**src/hw/rtl/tat_pkg.sv**
```systemverilog
// Shared types, constants and the sine table of the triangle affine transform.
// Depends on nothing; the lane, merge and top-level files import it.
package tat_pkg;

    localparam int COORD_WIDTH     = 16;
    localparam int TRIG_FRAC_BITS  = 14;
    localparam int SCALE_FRAC_BITS = 8;
    localparam int NUM_VERTICES    = 3;
    localparam int NUM_COORDS      = 2 * NUM_VERTICES;
    localparam int ANGLE_WIDTH     = 9;
    localparam int ANGLE_WRAP      = 360;
    localparam int QUARTER_TURN    = 90;
    localparam int SCALE_WIDTH     = 12;

    // Sine values are Q1.TRIG_FRAC_BITS and reach plus and minus one.
    localparam int TRIG_W = TRIG_FRAC_BITS + 2;
    // Coefficients carry sine, cosine, negated sine or an unsigned Q4.8 scale.
    localparam int COEF_W = ((TRIG_W > SCALE_WIDTH) ? TRIG_W : SCALE_WIDTH) + 1;
    // Coordinate differences and sums need one bit above a coordinate.
    localparam int DIFF_W = COORD_WIDTH + 1;
    localparam int PROD_W = COEF_W + DIFF_W;
    localparam int SUM_W  = PROD_W + 2;

    localparam int COORD_MAX = 2 ** (COORD_WIDTH - 1) - 1;
    localparam int COORD_MIN = -(2 ** (COORD_WIDTH - 1));

    // Fixed-point constants of the series that builds the sine table.
    localparam int          QBITS  = 30;
    localparam logic [63:0] PI_Q30 = 64'd3373259426;

    typedef logic signed [COORD_WIDTH-1:0] t_coord;
    typedef t_coord [NUM_COORDS-1:0]       t_vtx;
    typedef logic signed [TRIG_W-1:0]      t_trig;
    typedef logic signed [COEF_W-1:0]      t_coef;

    typedef enum logic [1:0] {
        MODE_LOAD      = 2'd0,
        MODE_TRANSLATE = 2'd1,
        MODE_ROTATE    = 2'd2,
        MODE_SCALE     = 2'd3
    } t_mode;

    // Fraction bits dropped after the products are summed.
    typedef enum logic [1:0] {
        SH_NONE  = 2'd0,
        SH_SCALE = 2'd1,
        SH_TRIG  = 2'd2
    } t_shift;

    typedef enum logic [2:0] {
        ST_IDLE = 3'd0,
        ST_DIFF = 3'd1,
        ST_MUL  = 3'd2,
        ST_SUM  = 3'd3,
        ST_FIN  = 3'd4
    } t_state;

    // One decoded request as the lanes see it: x' = a00*dx + a01*dy + px,
    // y' = a10*dx + a11*dy + py, the offsets scaled up by the fraction bits.
    typedef struct packed {
        t_mode  mode;
        t_shift sh;
        t_coord px;
        t_coord py;
        t_coef  a00;
        t_coef  a01;
        t_coef  a10;
        t_coef  a11;
    } t_cmd;

    localparam t_vtx VTX_RESET = {
        t_coord'(100), t_coord'(10), t_coord'(10),
        t_coord'(100), t_coord'(10), t_coord'(10)
    };

    typedef t_trig t_sin_tab [ANGLE_WRAP];

    // Sine of d degrees for d in 0 to 90, from a Taylor series in Q2.30,
    // rounded to TRIG_FRAC_BITS fraction bits.
    function automatic t_trig sin_quadrant(input int unsigned d);
        logic [63:0]        x;
        logic [63:0]        x2;
        logic [63:0]        term;
        logic signed [63:0] sum;
        logic [63:0]        r;
        x    = (64'(d) * PI_Q30) / 64'd180;
        x2   = (x * x) >> QBITS;
        term = x;
        sum  = signed'(x);
        term = ((term * x2) >> QBITS) / 64'd6;   sum = sum - signed'(term);
        term = ((term * x2) >> QBITS) / 64'd20;  sum = sum + signed'(term);
        term = ((term * x2) >> QBITS) / 64'd42;  sum = sum - signed'(term);
        term = ((term * x2) >> QBITS) / 64'd72;  sum = sum + signed'(term);
        term = ((term * x2) >> QBITS) / 64'd110; sum = sum - signed'(term);
        term = ((term * x2) >> QBITS) / 64'd156; sum = sum + signed'(term);
        term = ((term * x2) >> QBITS) / 64'd210; sum = sum - signed'(term);
        term = ((term * x2) >> QBITS) / 64'd272; sum = sum + signed'(term);
        if (sum < 0) begin
            sum = '0;
        end
        r = (unsigned'(sum) + (64'd1 << (QBITS - TRIG_FRAC_BITS - 1)))
            >> (QBITS - TRIG_FRAC_BITS);
        return TRIG_W'(r);
    endfunction

    // Full-turn table by quarter-wave symmetry; evaluated at elaboration.
    function automatic t_sin_tab build_sin_table();
        t_sin_tab tab;
        for (int d = 0; d < ANGLE_WRAP; d++) begin
            if (d <= 90) begin
                tab[d] = sin_quadrant(d);
            end else if (d <= 180) begin
                tab[d] = sin_quadrant(180 - d);
            end else if (d <= 270) begin
                tab[d] = -sin_quadrant(d - 180);
            end else begin
                tab[d] = -sin_quadrant(360 - d);
            end
        end
        return tab;
    endfunction

    localparam t_sin_tab SIN_TAB = build_sin_table();

endpackage

```
**src/hw/rtl/tat_lane.sv**
```systemverilog
// One vertex lane: difference, multiply, sum, then round toward zero and saturate.
// Depends on tat_pkg.
module tat_lane (
    input  logic            i_clk,
    input  tat_pkg::t_cmd   i_cmd,
    input  tat_pkg::t_coord i_vx,
    input  tat_pkg::t_coord i_vy,
    input  tat_pkg::t_coord i_ld_x,
    input  tat_pkg::t_coord i_ld_y,
    output tat_pkg::t_coord o_nx,
    output tat_pkg::t_coord o_ny
);
    import tat_pkg::*;

    logic signed [DIFF_W-1:0] n_dx, n_dy, r_dx, r_dy;
    logic signed [PROD_W-1:0] r_pxx, r_pxy, r_pyx, r_pyy;
    logic signed [SUM_W-1:0]  n_sx, n_sy, r_sx, r_sy;
    logic signed [SUM_W-1:0]  base_x, base_y;

    // Truncate toward zero by adding the dropped bits' mask to negative
    // values before the arithmetic shift, then clamp to the coordinate range.
    function automatic t_coord round_sat(input logic signed [SUM_W-1:0] v,
                                         input t_shift sh);
        logic signed [SUM_W-1:0] q;
        case (sh)
            SH_TRIG: begin
                q = (v + (v[SUM_W-1] ? SUM_W'((1 << TRIG_FRAC_BITS) - 1) : SUM_W'(0)))
                    >>> TRIG_FRAC_BITS;
            end
            SH_SCALE: begin
                q = (v + (v[SUM_W-1] ? SUM_W'((1 << SCALE_FRAC_BITS) - 1) : SUM_W'(0)))
                    >>> SCALE_FRAC_BITS;
            end
            default: begin
                q = v;
            end
        endcase
        if (q > SUM_W'(COORD_MAX)) begin
            q = SUM_W'(COORD_MAX);
        end else if (q < SUM_W'(COORD_MIN)) begin
            q = SUM_W'(COORD_MIN);
        end
        return q[COORD_WIDTH-1:0];
    endfunction

    always_comb begin
        case (i_cmd.mode)
            MODE_LOAD: begin
                n_dx = DIFF_W'(i_ld_x);
                n_dy = DIFF_W'(i_ld_y);
            end
            MODE_TRANSLATE: begin
                n_dx = DIFF_W'(i_vx) + DIFF_W'(i_cmd.px);
                n_dy = DIFF_W'(i_vy) + DIFF_W'(i_cmd.py);
            end
            default: begin
                n_dx = DIFF_W'(i_vx) - DIFF_W'(i_cmd.px);
                n_dy = DIFF_W'(i_vy) - DIFF_W'(i_cmd.py);
            end
        endcase
    end

    always_comb begin
        case (i_cmd.sh)
            SH_TRIG: begin
                base_x = SUM_W'(i_cmd.px) <<< TRIG_FRAC_BITS;
                base_y = SUM_W'(i_cmd.py) <<< TRIG_FRAC_BITS;
            end
            SH_SCALE: begin
                base_x = SUM_W'(i_cmd.px) <<< SCALE_FRAC_BITS;
                base_y = SUM_W'(i_cmd.py) <<< SCALE_FRAC_BITS;
            end
            default: begin
                base_x = '0;
                base_y = '0;
            end
        endcase
        n_sx = SUM_W'(r_pxx) + SUM_W'(r_pxy) + base_x;
        n_sy = SUM_W'(r_pyx) + SUM_W'(r_pyy) + base_y;
    end

    always_ff @(posedge i_clk) begin
        r_dx  <= n_dx;
        r_dy  <= n_dy;
        r_pxx <= i_cmd.a00 * r_dx;
        r_pxy <= i_cmd.a01 * r_dy;
        r_pyx <= i_cmd.a10 * r_dx;
        r_pyy <= i_cmd.a11 * r_dy;
        r_sx  <= n_sx;
        r_sy  <= n_sy;
    end

    assign o_nx = round_sat(r_sx, i_cmd.sh);
    assign o_ny = round_sat(r_sy, i_cmd.sh);

endmodule

```
**config.mk**
```make
export PLATFORM = sky130hd
export DESIGN_NAME = tat_lane
export DESIGN_NICKNAME = d
export VERILOG_FILES = /design/src/hw/rtl/tat_pkg.sv /design/src/hw/rtl/tat_lane.sv
export SDC_FILE = /design/constraint.sdc
export NUM_CORES = 2
export LEC_CHECK = 0
export BUFFER_PORTS_ARGS = -buffer_cell sky130_fd_sc_hd__buf_2
export CORE_MARGIN = 3
export CORE_UTILIZATION = 44
export DETAILED_ROUTE_END_ITERATION = 10
export PLACE_DENSITY = 0.7
export SLEW_MARGIN = 20
export SYNTH_ARGS = -nofsm -noshare
export SYNTH_HDL_FRONTEND = slang
export SYNTH_SLANG_ARGS = --single-unit
```
**constraint.sdc**
```tcl
create_clock -name i_clk -period 17.8 [get_ports i_clk]
set_input_delay 1.78 -clock i_clk [delete_from_list [all_inputs] [get_ports i_clk]]
set_output_delay 1.78 -clock i_clk [all_outputs]
set_load 0.1 [all_outputs]
```
After elaboration in Yosys (flattened, before gate mapping)

Index checks and enable logic that the tools add are counted.

Register bits: 242
Word-level logic and storage cells: 46

Add/subtract/negate cells: 12
Multiply operators: 4
Order comparisons: 4
Equal/unequal tests: 3
Mux-type cells: 14
Reduce and logical (&&, ||, !) cells: 1

Operators by type and width:

| operator               | count |
|---|---|
| $pmux W36 S2           | 4 |
| $mul A17 B17 Y34       | 4 |
| $add A35 B36 Y36       | 2 |
| $add A36 B15 Y36       | 2 |
| $add A36 B9 Y36        | 2 |
| $gt A36 B16 Y1 const B | 2 |
| $lt A36 B16 Y1 const B | 2 |
| $add A34 B34 Y35       | 2 |
| $pmux W17 S2           | 2 |
| $mux W16               | 4 |
| $add A16 B16 Y17       | 2 |
| $sub A16 B16 Y17       | 2 |
| $mux W14               | 2 |
| $mux W8                | 2 |
| $eq A2 B1 Y1 const B   | 2 |
| $eq A2 B2 Y1 const B   | 1 |
| $logic_not A2 Y1       | 1 |

Longest topological paths before layout

Word-level depth: 6
Gate-level depth with buffers: 26
Depth with buffers taken out: 24

Least setup slack after synthesis

Ideal clock, no wire load.

Path type: input-to-reg
Start point: input port i_cmd[44] (netlist bit)
End point: register r_pxy[33]
Setup time: 128 ps
Data arrival time: 7601 ps
Data required time: 17672 ps
Path slack: 10071 ps
Stages on the path: 21
Path buffers: 1
Path through: clkbuf_1 nand2_1 fa_1 fa_1 fa_1 fa_1 inv_1 fa_1 inv_1 fa_1 inv_1 ha_1 or4_1 a211oi_1 o22ai_1 o211ai_1 a41oi_1 a41o_1 a41oi_1 mux2i_1 nand4_1

Cells in the longest elaborated chain, start to end: 1

RTL lines:

| item                 | line           | source |
|---|---|---|
| from (decl)          | tat_lane.sv:5  | `input tat_pkg::t_cmd i_cmd,` |
| $mul A17 B17 Y34     | tat_lane.sv:86 | `r_pxy <= i_cmd.a01 * r_dy;` |
| to (signal assigned) | tat_lane.sv:86 |  |
| to (decl)            | tat_lane.sv:16 | `logic signed [PROD_W-1:0] r_pxx, r_pxy, r_pyx, r_pyy;` |

No other way between the ends.

Worst setup path in the final report

Start point: input port i_cmd[100] (netlist bit)
End point: output port o_ny[5]

Cells in the longest elaborated chain, start to end: 5
Elaborated cells between the ends (all ways): 7
Those cells by class: order compare: 2; eq/ne: 2; mux: 3

RTL lines:

| item                                         | line           | source |
|---|---|---|
| $eq A2 B1 Y1 or $eq A2 B2 Y1 (tied branches) | tat_lane.sv:25 | `case (sh)` |
| $pmux W36 S2 (*)                             | tat_lane.sv:25 |  |
| $lt A36 B16 Y1                               | tat_lane.sv:40 | `end else if (q < SUM_W'(COORD_MIN)) begin` |
| $mux W16                                     | tat_lane.sv:40 |  |
| $mux W16 (*)                                 | tat_lane.sv:38 | `if (q > SUM_W'(COORD_MAX)) begin` |
| to (decl)                                    | tat_lane.sv:11 | `output tat_pkg::t_coord o_ny` |

Mark *: on every way between the ends. The rest lies on a longest branch, timed or not.

==> results.toml <==
[worst_setup_path]
max_stage_delay_ns = 1.02
arrival_ns = 6.27
crit_fanout = 45
cp-end-kind = "output port"
crit_buf_inv = 6
path_cells = "buf_2, inv_1, ha_2, buf_4, clkinv_1, nor2_1, nand2_1, mux2i_1, a221oi_1, nor4_1, a41oi_1, buf_4, o31ai_1, buf_2"
cp_top_family = "buffers and inverters"
required_ns = 16.02
critPathKind = "input pin to output port"
cpMaxStageDelayCell = "nor2_1"
start_kind = "input pin"

[cells_and_area]
instances_no_fill = 8398
multiInputGateArea_um2 = 48500
n_fill_cell = 12729
finalNetCount = 8489
seq_area_um2 = 4850
layout_common_cells = "inv_1 (1315), fa_1 (1240), nand2_1 (714)"
fin_area_um2 = 62800
final_common_cell = "inv_1"
syn2layout_area_growth_pct = 6.20
drive_gt1_share_pct = 5.05

[synth]
synth_top_family_by_area = "adder cells"
seq_area_frac_synth_pct = 8.19
synthAdderAreaFrac_pct = 52.2
synth-simple-area-share_pct = 16.3
synth-edff-count = 0
synth_cell_types = 84
synth_nets = 8458
avgSynthCellArea_um2 = 9.01
syn_area_um2 = 59200
ys_warn_count = 0
synth-xor-area-share_pct = 5.14
async_flop_share_pct = 0
syn_inst = 6563
ys_ff_latch = 242
synthMuxAreaShare_pct = 0.135
synth_compound_area_share_pct = 8.09
synth_flop_cell = "dfxtp_1"

[routing]
drtPass1Iterations = 6
drt_drc_violations_left = 0
vias = 45466
vias_per_cell = 5.41
drtIter0Drc = 3343
drt_wl_total_mm = 166
ant_nets = 0
wl_per_cell_um = 19.8

[cts]
cts_root_buf = "clkbuf_16"
ctsResizeCount = 0
clock_tree.buffer_depth = 3
holdBufCountCts = 0
clk_latency_ns = 0.60
h-tree-depth = 1
clk_pin_slew_ns = 0.06
cts_setup_buffers = 0
cts_buffers = 29
cts.sinks = 242
cts_tree = "done"

[floorplan]
pin_count = 201
initial_core_util_pct = 44.7
die_area_um2 = 139000
die_w_um = 373
placement_rows = 133
die_h_um = 373
coreArea_um2 = 132000

[place]
io_buffers = 200
dp_hpwl_mm = 136
placed_cells_incl_taps = 8318
placed_area_um2 = 61800
gp_congestion = 0.968

[sta]
finClkSkew_ns = 0.0274
worst_slew_pin_slew_ns = 1.07
setup_tns_ns = 0
hold_viol = 0
max_freq_ghz = 0.124
period_minus_slack_ns = 8.05
maxSlewViolCount = 0
timing.final.crit_share_pct = 45.3
hold_ws_ns = 0.460
rsz0062_at_grt = "false"
setup_viol = 0
maxSlewHeadroom_pct = 28.7

[grt]
grt_max_degree = 61
grt_pass1_vias = 48146
grt_pass1_wl_mm = 266
grt_usage_pct = 24.2
grt-ovfl-total = 0
antenna_found_initial = 35

[run_status]
outcome = "complete, no violations"

[job]
max_cap_violations = 0

[min_path]
hold_path_class = "register to register"
==> cell families (layout without fill, tap and decap cells) <==
kind of cell / count (synthesis) / count (layout)
xor gates and xnor gates: 347 / 347
AOI/OAI and AO/OA: 727 / 727
buffers and inverters: 1563 / 1617
and+or+nand+nor: 1950 / 1950
DFF: 242 / 242
adders and majority gates: 1726 / 1726
muxes: 8 / 8
other: 0 / 26
==> through the flow <==
stage / utilization, % / setup WS, ns
3_5_place_dp: 46.6 / 9.36
6_report: 47.4 / 9.75
5_1_grt: 47.4 / 9.45
3_3_place_gp: 46.6 / 9.36
2_1_floorplan: - / 10.07
4_1_cts: 47.4 / 9.82
==> cells in the mapped netlist, drive strengths merged, types with 12 or more instances <==
cell | n | area share (%)
a21oi | 204 | 1.7
nand2b | 51 | 0.54
nand3 | 83 | 0.70
or2 | 12 | 0.13
clkbuf | 235 | 1.5
o2111ai | 12 | 0.19
a22oi | 22 | 0.28
o21bai | 32 | 0.41
fa | 1240 | 42
o21a | 22 | 0.28
xor2 | 102 | 1.5
inv | 1315 | 8.3
a211oi | 34 | 0.46
o21ai | 154 | 1.3
xnor2 | 245 | 3.6
nor2 | 276 | 1.8
nand2 | 714 | 4.5
and2 | 592 | 6.3
nor3 | 62 | 0.52
o31ai | 20 | 0.25
a31oi | 21 | 0.22
nor4 | 22 | 0.24
or4 | 12 | 0.15
a21o | 77 | 0.98
ha | 486 | 10
o221ai | 20 | 0.31
nand4 | 29 | 0.31
and3 | 29 | 0.31
nor2b | 22 | 0.23
or3 | 25 | 0.26
dfxtp | 242 | 8.2
==> flip-flops by register name, indices dropped and copies added, names as in the netlist <==
register	cells
r_sx	36
r_pxx	34
r_sy	36
r_dx	17
r_pyy	34
r_pyx	34
r_dy	17
r_pxy	34
==> worst paths after layout <==
path	from	to	slack (ns)	cells past startpoint
worst min-delay path	r_pxy[0]$_DFF_P_	r_sx[0]$_DFF_P_	0.46	1
worst min register to register	r_pxy[0]$_DFF_P_	r_sx[0]$_DFF_P_	0.46	1
worst max register to register	r_dy[16]$_DFF_P_	r_pxy[33]$_DFF_P_	10.34	20
worst max-delay path	i_cmd[100]	o_ny[5]	9.75	14
==> layer usage <==
metal / up-vias / wire [um] / global-route usage [%]
li1: 20273 / - / -
met1: 23110 / 67400 / 32.3
met2: 1748 / 76500 / 38.7
met3: 329 / 13800 / 4.41
met4: 6 / 8200 / 10.2
met5: - / 41 / 0
==> final cells by class <==
cell class	count	share of cell area, %
multi-input combinational	4758	77.1
inverter	1317	7.87
sequential	242	7.72
tap	1755	3.50
timing repair buffer	246	2.14
clock buffer	33	1.19
clock inverter	21	0.354
antenna	26	0.104
==> worst reg2reg max path, cell delays in order (launching register included) <==
cell      delay, ns
dfxtp_1        0.85
clkinv_1       0.76
buf_4          0.47
nor2_1         0.17
fa_1           0.45
fa_1           0.49
fa_1           0.53
fa_1           0.44
fa_1           0.49
inv_1          0.05
fa_1           0.47
inv_1          0.04
ha_1           0.34
inv_1          0.13
o22ai_1        0.18
o211ai_1       0.29
a41oi_1        0.24
a41o_1         0.32
a41oi_1        0.35
mux2i_1        0.22
nand4_1        0.08
Power is not shown: default switching activity piles up to over one toggle a cycle in this logic, so the estimate is an artifact.
