--- src/hw/rtl/tat_pkg.sv ---
// Shared types, constants and the sine table of the triangle affine transform.
// Depends on nothing; the lane, merge and top-level files import it.
package tat_pkg;

    localparam int COORD_WIDTH     = 16;
    localparam int TRIG_FRAC_BITS  = 14;
    localparam int SCALE_FRAC_BITS = 8;
    localparam int NUM_VERTICES    = 3;
    localparam int NUM_COORDS      = 2 * NUM_VERTICES;
    localparam int ANGLE_WIDTH     = 9;
    localparam int ANGLE_WRAP      = 360;
    localparam int QUARTER_TURN    = 90;
    localparam int SCALE_WIDTH     = 12;

    // Sine values are Q1.TRIG_FRAC_BITS and reach plus and minus one.
    localparam int TRIG_W = TRIG_FRAC_BITS + 2;
    // Coefficients carry sine, cosine, negated sine or an unsigned Q4.8 scale.
    localparam int COEF_W = ((TRIG_W > SCALE_WIDTH) ? TRIG_W : SCALE_WIDTH) + 1;
    // Coordinate differences and sums need one bit above a coordinate.
    localparam int DIFF_W = COORD_WIDTH + 1;
    localparam int PROD_W = COEF_W + DIFF_W;
    localparam int SUM_W  = PROD_W + 2;

    localparam int COORD_MAX = 2 ** (COORD_WIDTH - 1) - 1;
    localparam int COORD_MIN = -(2 ** (COORD_WIDTH - 1));

    // Fixed-point constants of the series that builds the sine table.
    localparam int          QBITS  = 30;
    localparam logic [63:0] PI_Q30 = 64'd3373259426;

    typedef logic signed [COORD_WIDTH-1:0] t_coord;
    typedef t_coord [NUM_COORDS-1:0]       t_vtx;
    typedef logic signed [TRIG_W-1:0]      t_trig;
    typedef logic signed [COEF_W-1:0]      t_coef;

    typedef enum logic [1:0] {
        MODE_LOAD      = 2'd0,
        MODE_TRANSLATE = 2'd1,
        MODE_ROTATE    = 2'd2,
        MODE_SCALE     = 2'd3
    } t_mode;

    // Fraction bits dropped after the products are summed.
    typedef enum logic [1:0] {
        SH_NONE  = 2'd0,
        SH_SCALE = 2'd1,
        SH_TRIG  = 2'd2
    } t_shift;

    typedef enum logic [2:0] {
        ST_IDLE = 3'd0,
        ST_DIFF = 3'd1,
        ST_MUL  = 3'd2,
        ST_SUM  = 3'd3,
        ST_FIN  = 3'd4
    } t_state;

    // One decoded request as the lanes see it: x' = a00*dx + a01*dy + px,
    // y' = a10*dx + a11*dy + py, the offsets scaled up by the fraction bits.
    typedef struct packed {
        t_mode  mode;
        t_shift sh;
        t_coord px;
        t_coord py;
        t_coef  a00;
        t_coef  a01;
        t_coef  a10;
        t_coef  a11;
    } t_cmd;

    localparam t_vtx VTX_RESET = {
        t_coord'(100), t_coord'(10), t_coord'(10),
        t_coord'(100), t_coord'(10), t_coord'(10)
    };

    typedef t_trig t_sin_tab [ANGLE_WRAP];

    // Sine of d degrees for d in 0 to 90, from a Taylor series in Q2.30,
    // rounded to TRIG_FRAC_BITS fraction bits.
    function automatic t_trig sin_quadrant(input int unsigned d);
        logic [63:0]        x;
        logic [63:0]        x2;
        logic [63:0]        term;
        logic signed [63:0] sum;
        logic [63:0]        r;
        x    = (64'(d) * PI_Q30) / 64'd180;
        x2   = (x * x) >> QBITS;
        term = x;
        sum  = signed'(x);
        term = ((term * x2) >> QBITS) / 64'd6;   sum = sum - signed'(term);
        term = ((term * x2) >> QBITS) / 64'd20;  sum = sum + signed'(term);
        term = ((term * x2) >> QBITS) / 64'd42;  sum = sum - signed'(term);
        term = ((term * x2) >> QBITS) / 64'd72;  sum = sum + signed'(term);
        term = ((term * x2) >> QBITS) / 64'd110; sum = sum - signed'(term);
        term = ((term * x2) >> QBITS) / 64'd156; sum = sum + signed'(term);
        term = ((term * x2) >> QBITS) / 64'd210; sum = sum - signed'(term);
        term = ((term * x2) >> QBITS) / 64'd272; sum = sum + signed'(term);
        if (sum < 0) begin
            sum = '0;
        end
        r = (unsigned'(sum) + (64'd1 << (QBITS - TRIG_FRAC_BITS - 1)))
            >> (QBITS - TRIG_FRAC_BITS);
        return TRIG_W'(r);
    endfunction

    // Full-turn table by quarter-wave symmetry; evaluated at elaboration.
    function automatic t_sin_tab build_sin_table();
        t_sin_tab tab;
        for (int d = 0; d < ANGLE_WRAP; d++) begin
            if (d <= 90) begin
                tab[d] = sin_quadrant(d);
            end else if (d <= 180) begin
                tab[d] = sin_quadrant(180 - d);
            end else if (d <= 270) begin
                tab[d] = -sin_quadrant(d - 180);
            end else begin
                tab[d] = -sin_quadrant(360 - d);
            end
        end
        return tab;
    endfunction

    localparam t_sin_tab SIN_TAB = build_sin_table();

endpackage

--- src/hw/rtl/tat_merge.sv ---
// Merging stage: gathers the lane results into the vertex store and the result register.
// Depends on tat_pkg.
module tat_merge (
    input  logic          i_clk,
    input  logic          i_rst_n,
    input  logic          i_commit,
    input  tat_pkg::t_vtx i_new,
    output tat_pkg::t_vtx o_vtx,
    output logic          o_room,
    output logic          o_valid,
    input  logic          i_ready,
    output tat_pkg::t_vtx o_out
);
    import tat_pkg::*;

    t_vtx r_vtx;
    t_vtx r_out;
    logic r_valid;

    always_ff @(posedge i_clk) begin
        if (!i_rst_n) begin
            r_vtx   <= VTX_RESET;
            r_valid <= 1'b0;
        end else begin
            if (i_commit) begin
                r_vtx   <= i_new;
                r_valid <= 1'b1;
            end else if (i_ready) begin
                r_valid <= 1'b0;
            end
        end
    end

    always_ff @(posedge i_clk) begin
        if (i_commit) begin
            r_out <= i_new;
        end
    end

    // A new result may be written when the register is empty or being emptied.
    assign o_room  = !r_valid || i_ready;
    assign o_vtx   = r_vtx;
    assign o_valid = r_valid;
    assign o_out   = r_out;

endmodule

--- config.mk ---
export PLATFORM = sky130hd
export DESIGN_NAME = tat_merge
export DESIGN_NICKNAME = d
export VERILOG_FILES = /design/src/hw/rtl/tat_pkg.sv /design/src/hw/rtl/tat_merge.sv
export SDC_FILE = /design/constraint.sdc
export NUM_CORES = 1
export LEC_CHECK = 0
export BUFFER_PORTS_ARGS = -buffer_cell sky130_fd_sc_hd__buf_2
export CAP_MARGIN = 15
export CORE_MARGIN = 2
export CORE_UTILIZATION = 28
export CTS_CLUSTER_SIZE = 25
export DETAILED_ROUTE_END_ITERATION = 12
export SYNTH_ARGS = -nofsm -noshare
export SYNTH_HDL_FRONTEND = slang
export SYNTH_SLANG_ARGS = --single-unit
--- constraint.sdc ---
create_clock -name i_clk -period 1.37 [get_ports i_clk]
set_input_delay 0.274 -clock i_clk [delete_from_list [all_inputs] [get_ports i_clk]]
set_output_delay 0.274 -clock i_clk [all_outputs]
set_load 0.03 [all_outputs]
# --- After elaboration in Yosys (flattened, before gate mapping) ---
# Index checks and enable logic that the tools add are counted.
totals:
  regBits: 193
  latchBits: 0
  mem_bits_rw: 0
  mem_bits_ro: 0
  n_memories: 0
classes:
  addsub: 0
  n_mul: 0
  div_mod_pow: 0
  n_lt_le_gt_ge: 0
  eq_ne: 0
  shifts: 0
  n_mux: 2
  bitwise: 0
  reduce_logical: 3
op_table:
  columns: ["cell", "count"]
  rows:
  - ["$mux 1", 2]
  - ["$reduce_bool 2->1", 1]
  - ["$logic_not 1->1", 1]
  - ["$logic_or 1x1->1", 1]

# --- Logic depth before layout (Yosys ltp) ---
# Gate-level depths: netlist of run 1.
depth:
  word_depth: 2
  mapped_depth: 5

# --- Worst setup path before layout of run 1 ---
# OpenSTA, ideal clock, no wires.
synth_path:
  kind: "input port to flip-flop"
  startpoint: "input port i_commit"
  endpoint: "register r_vtx (netlist bit o_vtx[17])"
  arrival_time_ns: 0.945
  t_required_ns: 1.241
  slack_ns: 0.295
  cell_stages: 5
  path_buffers: 3
  cell_sequence: "buf_4 -> buf_6 -> buf_6 -> mux2i_1 -> nand2_1"
synth_lines:
  columns: ["element", "line", "rtl"]
  rows:
  - ["from (decl)", "tat_merge.sv:6", "input logic i_commit,"]
  - ["to (signal assigned)", "tat_merge.sv:26", "r_vtx <= i_new;"]
  - ["to (decl)", "tat_merge.sv:16", "t_vtx r_vtx;"]

# --- Worst setup path after layout of run 1 ---
layout_path:
  startpoint: "register r_out (netlist bit o_out[93])"
  endpoint: "output port o_out[93] (netlist bit)"
layout_lines:
  columns: ["element", "line", "rtl"]
  rows:
  - ["from (decl)", "tat_merge.sv:17", "t_vtx r_out;"]
  - ["from (signal assigned)", "tat_merge.sv:36", "r_out <= i_new;"]
  - ["to (decl)", "tat_merge.sv:12", "output tat_pkg::t_vtx o_out"]
# No word-level cell between the ends.

==> results.md, run 1 <==
* Flop2flop setup slack at 0.75 ns
* Slowest CP cell: edfxtp_1
* Internal at between 9 and 10 mW
* Fmax at between 700 and 800 MHz
* Vias per inst at about 4
* Synth area leaders: edfxtp_1, dfxtp_1, mux2i_1
* Total Routed Length at ~15000 µm
* Final-report hold violation count at 0
* Cell area after synthesis at ~6500 µm²
* Avg WL per Cell at between 10 and 15 µm
* Die height at 157 µm
* Number of synthesized flops with an enable pin at 96
* CTS tree: done
* Clock skew at 0 ns
* CP startpoint: o_out[93]$_DFFE_PP_
* Slew Viols, Final at 0
* Initial core utilization at between 20% and 30%
* Bufs and invs on worst path at 1
* Port-buffer cells at about 290
* GRT overflow at 0
* TritonRoute pass-1 iters at 4
* # setup viols final at 0
* DP Area at approximately 8400 µm²
* Warnings from Yosys at 0
* Largest net degree at the start of global routing at 51
* Top cell type's share of synthesized area at between 40 and 50%
* Gpl congestion at ~0.74
* Final critical-path required period at around 1.4 ns
* Synth Instances at a little over 400
* Area Growth Syn to Fin at 37.5%
* Reg2reg start: o_valid$_SDFFE_PN0P_
* PwrDens at about 1500 nW/µm²
* Unrepaired setup endpoints after global routing: true
* Hold path start: i_new[67]
* CP Cell Sequence: buf_6
* Logic pwr share at about 14%
* Inserted Diodes at 0
* Share of total power in sequential cells at between 40% and 50%
* WP data required at between 1 and 1.5 ns
* Worst EP arrival at roughly 1.1 ns
* Hold buffers post-CTS at 0
* Layout cells sized above 1 at roughly 46%
* Routed Antenna Nets at 0
* Clock share of power at between 30% and 40%
* Nets@finish at 814
* Vias in the first global route at about 4000
* Total core area at 22700 µm²
* Global-route wire length before repair at roughly 23000 µm
* CP max FO at 1
* Synthesized flop and latch total at roughly 190
* CP max stage delay at ~0.48 ns
* Top-count cell post-synth: dfxtp_1
* Max-cap violations at 0
* Fin area at roughly 9000 µm²
* Worst skew pair latency at slightly above 0.4 ns
* CP endpoint kind: output pin
* Syn Area/Cell at ~16 µm²
* Clk slew on worst S/H paths at ~0.08 ns
* HP Class: in -> reg
* DRC at 0
* Relative slew margins at between 80% and 90%
* Crit path kind: reg -> out
* Ports at 294
* Seq/Total Area, Yosys at around three quarters
* Vias at ~4100
* Status: completed
* Clock Path Buffers at 2
* Initial DRC count at around 110
* Family with the most delay on the worst path: flip-flops
* VDD IR max at between 0.9 and 1 mV
* Die area at around 25000 µm²
* Area leader, netlist: edfxtp_1
* CTS Buf Count at 17
* Net Sw Frac at roughly 28%
* Initial antenna violation count at 0
* Ys async rst share at 0%
* Synth unique cells at 13
* Die width at 157 µm
* Leakage at 4.08 nW
* Most frequent cells after synthesis: dfxtp_1, edfxtp_1, mux2i_1
* # rows at between 50 and 60
* Gr usage total at about an eighth
* CP startpoint kind: flip-flop
* Worst hold slack at 0.0427 ns
* CTS Root Cell: clkbuf_16
* Switching pwr at roughly 3.7 mW
* HPWL after DPL at 10900 µm
* Synth Flop Type: dfxtp_1
* Tcrit/Tclk final at between 90% and 100%
* Syn Nets at 509
* CTS Sinks at ~190
* H-Tree Depth at 4
* Worst-Margin Slew at 0.270 ns
* Power Total at ~13 mW
## layer usage
metal	track usage (%)	wire, µm
met1	14.1	6360
met2	20.0	7200
met3	4.79	1220
met4	3.84	206
met5	0	0
## flip-flops by register name, indices dropped and copies added (netlist names)
signal,cells
o_out,96
o_vtx,96
o_valid,1
## power by group through the flow
stage	logic [mW]	clock network, mW	registers [mW]
2_1_floorplan	0.383	0	7.56
3_3_place_gp	1.94	0	6.73
3_5_place_dp	1.95	0	6.74
4_1_cts	1.95	5.11	6.62
5_1_grt	2.04	5.33	6.65
6_report	1.92	4.94	6.61
## final timing paths
check	to	cells after the start
hold reg to reg	o_vtx[67]$_SDFFE_PN1P_	2
setup reg to reg	o_valid$_SDFFE_PN0P_	2
setup / recovery	o_out[93]	1
hold / removal	o_out[67]$_DFFE_PP_	1
## placed cells by master, fill, tap and decap left out
master | Yosys | routed
mux2i_1 | 96 | 96
bufinv_16 | 0 | 1
clkbuf_1 | 7 | 1
inv_8 | 0 | 4
clkinv_4 | 0 | 1
nor2b_1 | 82 | 82
clkbuf_16 | 0 | 17
a21boi_0 | 1 | 1
dfxtp_1 | 97 | 97
buf_12 | 0 | 5
clkinvlp_4 | 0 | 4
nand2b_1 | 1 | 1
buf_8 | 2 | 1
inv_6 | 0 | 1
buf_2 | 3 | 291
clkinv_1 | 0 | 1
nand2_1 | 14 | 14
clkbuf_8 | 0 | 2
buf_4 | 7 | 9
inv_1 | 1 | 1
edfxtp_1 | 96 | 96
buf_6 | 2 | 1
## stage by stage
stage,setup WS [ns],util [%],TNS [ns],std cells
floorplan,0.295,-,0,409
global placement,0.140,36.9,0,980
detailed placement,0.105,36.9,0,980
CTS,-0.0328,39.4,-0.0328,1012
global route,-0.0437,39.4,-0.0437,1012
finish,0.00758,39.4,0,1012
## final cells by class
class | count | area, µm²
Fill cell | 2179 | 13800
Timing Repair Buffer | 307 | 1650
Clock inverter | 12 | 126
Multi-Input combinational cell | 194 | 1540
Sequential cell | 193 | 4820
Inverter | 1 | 3.75
Tap cell | 285 | 357
Clock buffer | 20 | 457
## cells by family after synthesis
| group | synth area share [%] |
|---|---|
| buffers and inverters | 2.30 |
| flip-flops | 74.1 |
| AND/OR/NAND/NOR | 8.78 |
| multiplexers | 14.7 |
| AO/OA/AOI/OAI | 0.115 |
## what timing repair did
item | in CTS | in global routing
setup endpoints to repair | 1 | 1
buffers inserted | 0 | 0
resized for setup | 2 | 0
Power figures use the tool's default switching activity.
==> run 2, diff against run 1 <==
--- a/config.mk
+++ b/config.mk
@@ -7,6 +7,7 @@
 export LEC_CHECK = 0
 export BUFFER_PORTS_ARGS = -buffer_cell sky130_fd_sc_hd__buf_2
 export CAP_MARGIN = 15
+export CORE_ASPECT_RATIO = 2
 export CORE_MARGIN = 2
 export CORE_UTILIZATION = 28
 export CTS_CLUSTER_SIZE = 25
==> run 2 against run 1 <==
Net effect: combinational power increased by 9.9%; worst setup slack improved by 0.024 ns; maximum frequency rose by 1.8%; sequential cell count unchanged; total power is 0.29% higher; clock-buffer cell count down 1; register-to-register slack worse by 0.05 ns; clock skew unchanged; critical endpoint is now o_out[69].
==> results.md, run 2 (same netlist as run 1, synthesis figures left out) <==
* Ports at 294 (unchanged)
* Final-report hold violation count at 0 (unchanged)
* CTS Sinks at 193 (unchanged)
* PwrDens at 1390 nW/µm² (-7.4%)
* Largest net degree at the start of global routing at 85 (+67%)
* Gr usage total at 13.6% (+1.7 points)
* Routed Antenna Nets at 0 (unchanged)
* VDD IR max at 1.09 mV (+15%)
* CP max FO at 1 (unchanged)
* Slew Viols, Final at 0 (unchanged)
* Fmax at 747 MHz (+1.8%)
* Initial DRC count at 143 (+34%)
* Total Routed Length at 16600 µm (+11%)
* Fill cells at 2136 (-2.0%)
* Worst hold slack at 0.0275 ns (-0.0152 ns)
* Worst skew pair latency at 0.45 ns (+0.04 ns)
* Vias in the first global route at 4697 (+16%)
* Reg2reg start: o_vtx[93]$_SDFFE_PN0P_
* WP data required at 1.10 ns (about the same)
* CTS tree: done
* Final critical-path required period at 1.34 ns (-0.0243 ns)
* Tcrit/Tclk final at 97.7% (-1.8 points)
* Unrepaired setup endpoints after global routing: true
* DRC at 0 (unchanged)
* Worst EP arrival at 1.06 ns (-0.03 ns)
* Initial antenna violation count at 0 (unchanged)
* Port-buffer cells at 293 (unchanged)
* Max-cap violations at 0 (unchanged)
* Die height at 220 µm (+40%)
* Power Total at 13.5 mW (+0.29%)
* # setup viols final at 0 (unchanged)
* CTS Buf Count at 17 (unchanged)
* Final setup TNS at 0 ns (unchanged)
* Hold path start: i_new[19]
* Clock Path Buffers at 2 (unchanged)
* Clk slew on worst S/H paths at 0.07 ns (about the same)
* HPWL after DPL at 11700 µm (+7.6%)
* CTS Root Cell: clkbuf_16
* TritonRoute pass-1 iters at 6 (+2)
* Family with the most delay on the worst path: flip-flops
* Status: completed
* Die area at 24600 µm² (+0.30%)
* CP startpoint kind: flip-flop
* Slowest CP cell: edfxtp_1
* Layout cells sized above 1 at 42.2% (-4.2 points)
* Worst-Margin Slew at 0.337 ns (+0.0670 ns)
* Most frequent cells in the layout: buf_2, dfxtp_1, mux2i_1, edfxtp_1, nor2b_1
* Crit path kind: reg -> out
* CP endpoint kind: output pin
* HP Class: in -> reg
* Initial core utilization at 28.3% (-0.40 points)
* Die width at 112 µm (-29%)
* Post-CTS setup buffers at 0 (unchanged)
* Inserted Diodes at 0 (unchanged)
* # rows at 79 (+44%)
* CP startpoint: o_out[69]$_DFFE_PP_
* Relative slew margins at 77.5% (-4.5 points)
* H-Tree Depth at 4 (unchanged)
* Total core area at 23000 µm² (+1.4%)
* DP Area at 8360 µm² (-0.12%)
* Avg WL per Cell at 15.3 µm (+3.3%)
* Leakage at 4.40 nW (+7.8%)
* Vias per inst at 4.19 (+2.8%)
* CP Cell Sequence: buf_6
* Vias at 4541 (+10%)
* Fin area at 9710 µm² (+8.3%)
* Nets@finish at 888 (+9.1%)
* GRT overflow at 0 (unchanged)
* CP max stage delay at 0.44 ns (-0.04 ns)
* Area Growth Syn to Fin at 49.0%
* Most common cell after layout, fill and taps aside: buf_2
* Bufs and invs on worst path at 1 (unchanged)
* Global-route wire length before repair at 25500 µm (+13%)
* Gpl congestion at 0.792 (+6.6%)
* Clock skew at 0 ns (unchanged)
==> run 2: cell types whose count changed in the layout (fill, tap and decap cells not counted), sizes merged <==
cell         before  now
dlygate4sd3       0   75
clkinvlp          4    1
clkinv            2    4
inv               6    9
bufinv            1    0
clkbuf           20   19
buf             307  306
==> run 2: routing by layer <==
layer / vias up / GRT usage (%) / share of wire [%]
met5: - / 0 / 0
met4: 0 / 6.54 / 2.1
met3: 22 / 7.23 / 13
met2: 272 / 21.7 / 46
met1: 2056 / 14.9 / 40
li1: 2191 / - / -
==> run 2: per-stage QoR <==
stage / worst slack, ns / util, % / instances
floorplan: 0.295 / - / 409
global placement: 0.166 / 36.3 / 977
detailed placement: 0.109 / 36.3 / 977
CTS: -0.0127 / 42.1 / 1084
global route: -0.0182 / 42.1 / 1084
finish: 0.0319 / 42.1 / 1084
==> run 2: worst register-to-register path: stages, from the launching register on <==
cell and delay [ns]:
dfxtp_1 0.33, mux2i_1 0.16, nor2b_1 0.07
==> run 2: area by class of cell <==
class	instances	area [µm²]	share of cell area [%]
Inverter	1	3.75	0.0387
Tap cell	283	354	3.65
Clock buffer	19	453	4.67
Multi-Input combinational cell	194	1540	15.9
Clock inverter	13	116	1.20
Sequential cell	193	4820	49.7
Timing Repair Buffer	381	2410	24.9
==> run 2: final timing paths <==
path / to / slack (ns) / depth (start not counted)
setup / recovery: o_out[69] / 0.03 / 1
setup reg to reg: o_vtx[93]$_SDFFE_PN0P_ / 0.70 / 2
hold / removal: o_out[19]$_DFFE_PP_ / 0.03 / 1
hold reg to reg: o_vtx[49]$_SDFFE_PN1P_ / 0.47 / 2
==> run 2: what timing repair did <==
action,4_1_cts,5_1_grt
hold buffers,75,0
endpoints found under the hold margin,75,0
setup endpoints to repair,6,1
pin swaps,0,0
resized for setup,9,0
==> run 2: report_power, final <==
group	switching [mW]	internal (mW)	leakage [nW]
combinational	1.35	0.758	2.38
sequential	0.151	6.48	1.74
clock	2.29	2.49	0.281
==> run 3, diff against run 2 <==
--- a/config.mk
+++ b/config.mk
@@ -5,6 +5,7 @@
 export SDC_FILE = /design/constraint.sdc
 export NUM_CORES = 1
 export LEC_CHECK = 0
+export ABC_AREA = 1
 export BUFFER_PORTS_ARGS = -buffer_cell sky130_fd_sc_hd__buf_2
 export CAP_MARGIN = 15
 export CORE_ASPECT_RATIO = 2
@@ -12,6 +13,7 @@
 export CORE_UTILIZATION = 28
 export CTS_CLUSTER_SIZE = 25
 export DETAILED_ROUTE_END_ITERATION = 12
+export REMOVE_ABC_BUFFERS = 1
 export SYNTH_ARGS = -nofsm -noshare
 export SYNTH_HDL_FRONTEND = slang
 export SYNTH_SLANG_ARGS = --single-unit
==> run 3 against run 2 <==
Net effect: sequential share of layout area increased by 1.4 points; register-to-register slack about the same; critical path depth unchanged; routed wire length increased by 8.5%; worst hold slack about the same; worst setup slack got worse by 0.025 ns; clock power increased by 10%; design area decreased by 2.8%; total power increased by 4.4%; die area decreased by 4.5%; clock skew unchanged; global-route usage increased by 1.7 points.
==> results.md, run 3 <==
* Internal at 10.3 mW (+5.9%)
* CP endpoint kind: output pin
* Global-route wire length before repair at 26600 µm (+4.6%)
* Clk slew on worst S/H paths at 0.07 ns (about the same)
* Die width at 109 µm (-2.2%)
* Fmax at 734 MHz (-1.8%)
* HPWL after DPL at 13000 µm (+11%)
* Worst skew pair latency at 0.45 ns (about the same)
* # rows at 77 (-2.5%)
* Layout cells sized above 1 at 38.7% (-3.5 points)
* WP data required at 1.10 ns (about the same)
* Initial DRC count at 330 (+130%)
* Family with the most delay on the worst path: flip-flops
* Leakage at 4.26 nW (-3.2%)
* Worst-Margin Slew at 0.276 ns (-0.0607 ns)
* Slew Viols, Final at 0 (unchanged)
* Gpl congestion at 0.838 (+5.8%)
* Area Growth Syn to Fin at 51.7%
* Routed Antenna Nets at 0 (unchanged)
* CTS Buf Count at 17 (unchanged)
* CTS Sinks at 193 (unchanged)
* Total core area at 22000 µm² (-4.6%)
* Switching pwr at 3.82 mW (+0.69%)
* Largest net degree at the start of global routing at 56 (-34%)
* Die area at 23500 µm² (-4.5%)
* Fill cells at 2109 (-1.3%)
* DRC at 0 (unchanged)
* Most common cell after layout, fill and taps aside: buf_2
* Syn Area/Cell at 12.0 µm² (-24%)
* Ys async rst share at 0% (unchanged)
* Most frequent cells after synthesis: nor2_1, dfxtp_1, edfxtp_1
* Slowest CP cell: edfxtp_1
* Net Sw Frac at 27.1% (-1.0 points)
* Final-report hold violation count at 0 (unchanged)
* Die height at 215 µm (-2.3%)
* Initial core utilization at 28.3% (about the same)
* Vias in the first global route at 5017 (+6.8%)
* VDD IR max at 1.19 mV (+9.7%)
* Number of synthesized flops with an enable pin at 96 (unchanged)
* Gr usage total at 15.3% (+1.7 points)
* Synth Instances at 516 (+26%)
* TritonRoute pass-1 iters at 4 (-2)
* Post-CTS setup buffers at 0 (unchanged)
* Cell area after synthesis at 6220 µm² (-4.6%)
* Synth Flop Type: dfxtp_1
* Area leader, netlist: edfxtp_1
* Total Routed Length at 18000 µm (+8.5%)
* Worst hold slack at 0.0275 ns (-0.0000259 ns)
* CTS Root Cell: clkbuf_16
* PwrDens at 1500 nW/µm² (+7.5%)
* CP max FO at 1 (unchanged)
* Initial antenna violation count at 2 (+2)
* Worst setup margin at 0.00689 ns (-0.0250 ns)
* Warnings from Yosys at 0 (unchanged)
* Worst EP arrival at 1.09 ns (+0.03 ns)
* CP max stage delay at 0.46 ns (+0.02 ns)
* CTS tree: done
* HP Class: in -> reg
* Synth area leaders: edfxtp_1, dfxtp_1, nor2_1
* Port-buffer cells at 293 (unchanged)
* Seq/Total Area, Yosys at 77.6% (+3.6 points)
* Power Total at 14.1 mW (+4.4%)
* Final critical-path required period at 1.36 ns (+0.0250 ns)
* Share of total power in sequential cells at 47.2% (-1.8 points)
* CP startpoint kind: flip-flop
* Synth unique cells at 14 (+1)
* Top cell type's share of synthesized area at 46.4% (+2.1 points)
* Max-cap violations at 0 (unchanged)
* Clock share of power at 37.4% (+2.1 points)
* H-Tree Depth at 4 (unchanged)
* Tcrit/Tclk final at 99.5% (+1.8 points)
* Dpl ws at 0.259 ns (+0.150 ns)
* CP Cell Sequence: buf_6
* Unrepaired setup endpoints after global routing: true
* Avg WL per Cell at 15.3 µm (+0.22%)
* Synthesized flop and latch total at 193 (unchanged)
* Vias per inst at 4.34 (+3.6%)
* Relative slew margins at 81.6% (+4.0 points)
* Top-count cell post-synth: nor2_1
* GRT overflow at 0 (unchanged)
* # setup viols final at 0 (unchanged)
* Clock Path Buffers at 2 (unchanged)
* Final setup TNS at 0 ns (unchanged)
* Bufs and invs on worst path at 1 (unchanged)
* Nets@finish at 984 (+11%)
* Ports at 294 (unchanged)
* Vias at 5095 (+12%)
* Clock skew at 0 ns (unchanged)
* Crit path kind: reg -> out
* Logic pwr share at 15.4% (-0.2 points)
* Status: completed
* Most frequent cells in the layout: buf_2, nor2_1, dfxtp_1
## run 3: cell count changes after synthesis, moves of 14 or more
cell / before / now
nand2_1: 14 / 29
mux2i_1: 96 / 0
nand3_1: 0 / 14
nor2b_1: 82 / 0
nor2_1: 0 / 164
o21ai_0: 0 / 82
## run 3: worst paths after layout
| path | to | from | cells after the start | slack, ns |
|---|---|---|---|---|
| min | o_out[19]$_DFFE_PP_ | i_new[19] | 1 | 0.03 |
| max reg2reg | o_vtx[12]$_SDFFE_PN0P_ | o_vtx[12]$_SDFFE_PN0P_ | 2 | 0.71 |
| min reg2reg | o_vtx[17]$_SDFFE_PN1P_ | o_vtx[17]$_SDFFE_PN1P_ | 2 | 0.45 |
| max | o_out[2] | o_out[2]$_DFFE_PP_ | 1 | 0.007 |
## run 3: cell type report
cell class | count | area [µm²] | share of cell area [%]
clock buffer | 18 | 439 | 4.66
tap | 276 | 345 | 3.66
multi-input combinational | 290 | 1220 | 12.9
inverter | 3 | 12.5 | 0.133
clock inverter | 14 | 186 | 1.98
timing repair buffer | 379 | 2400 | 25.5
antenna | 1 | 2.50 | 0.0265
sequential | 193 | 4820 | 51.2
## run 3: logic make-up after synthesis
logic type	synth area share [%]
AND/OR/NAND/NOR	12.8
flip-flops	77.6
AO/OA/AOI/OAI	6.74
buffers and inverters	2.86
## run 3: per-stage QoR
step	utilization [%]	std cells	area, µm²
detailed placement	37.0	1075	8120
global route	42.9	1174	9430
finish	42.9	1174	9430
floorplan	-	486	6050
global placement	37.0	1075	8120
CTS	42.8	1172	9410
## run 3: power groups by stage
stage	clock network [mW]	registers (mW)	logic [mW]
after floorplan	0	7.65	0.242
after global placement	0	6.77	2.02
after detailed placement	0	6.78	2.03
after CTS	5.40	6.66	2.19
after global routing	5.57	6.70	2.32
final	5.27	6.66	2.18
## run 3: layer usage
metal,GRT usage [%],vias to the layer above,routed length (µm)
met2,27.8,199,9860
met5,0,-,16
met1,13.9,2382,6070
met3,4.88,50,1150
met4,10.2,2,889
li1,-,2462,-
## run 3: timing repair
| action | in CTS | in global routing |
|---|---|---|
| hold buffers | 65 | 1 |
| cloned | 0 | 0 |
| hold endpoints to repair | 65 | 1 |
| resized for setup | 4 | 6 |
| pin swaps | 0 | 0 |
| endpoints found under the setup margin | 2 | 4 |
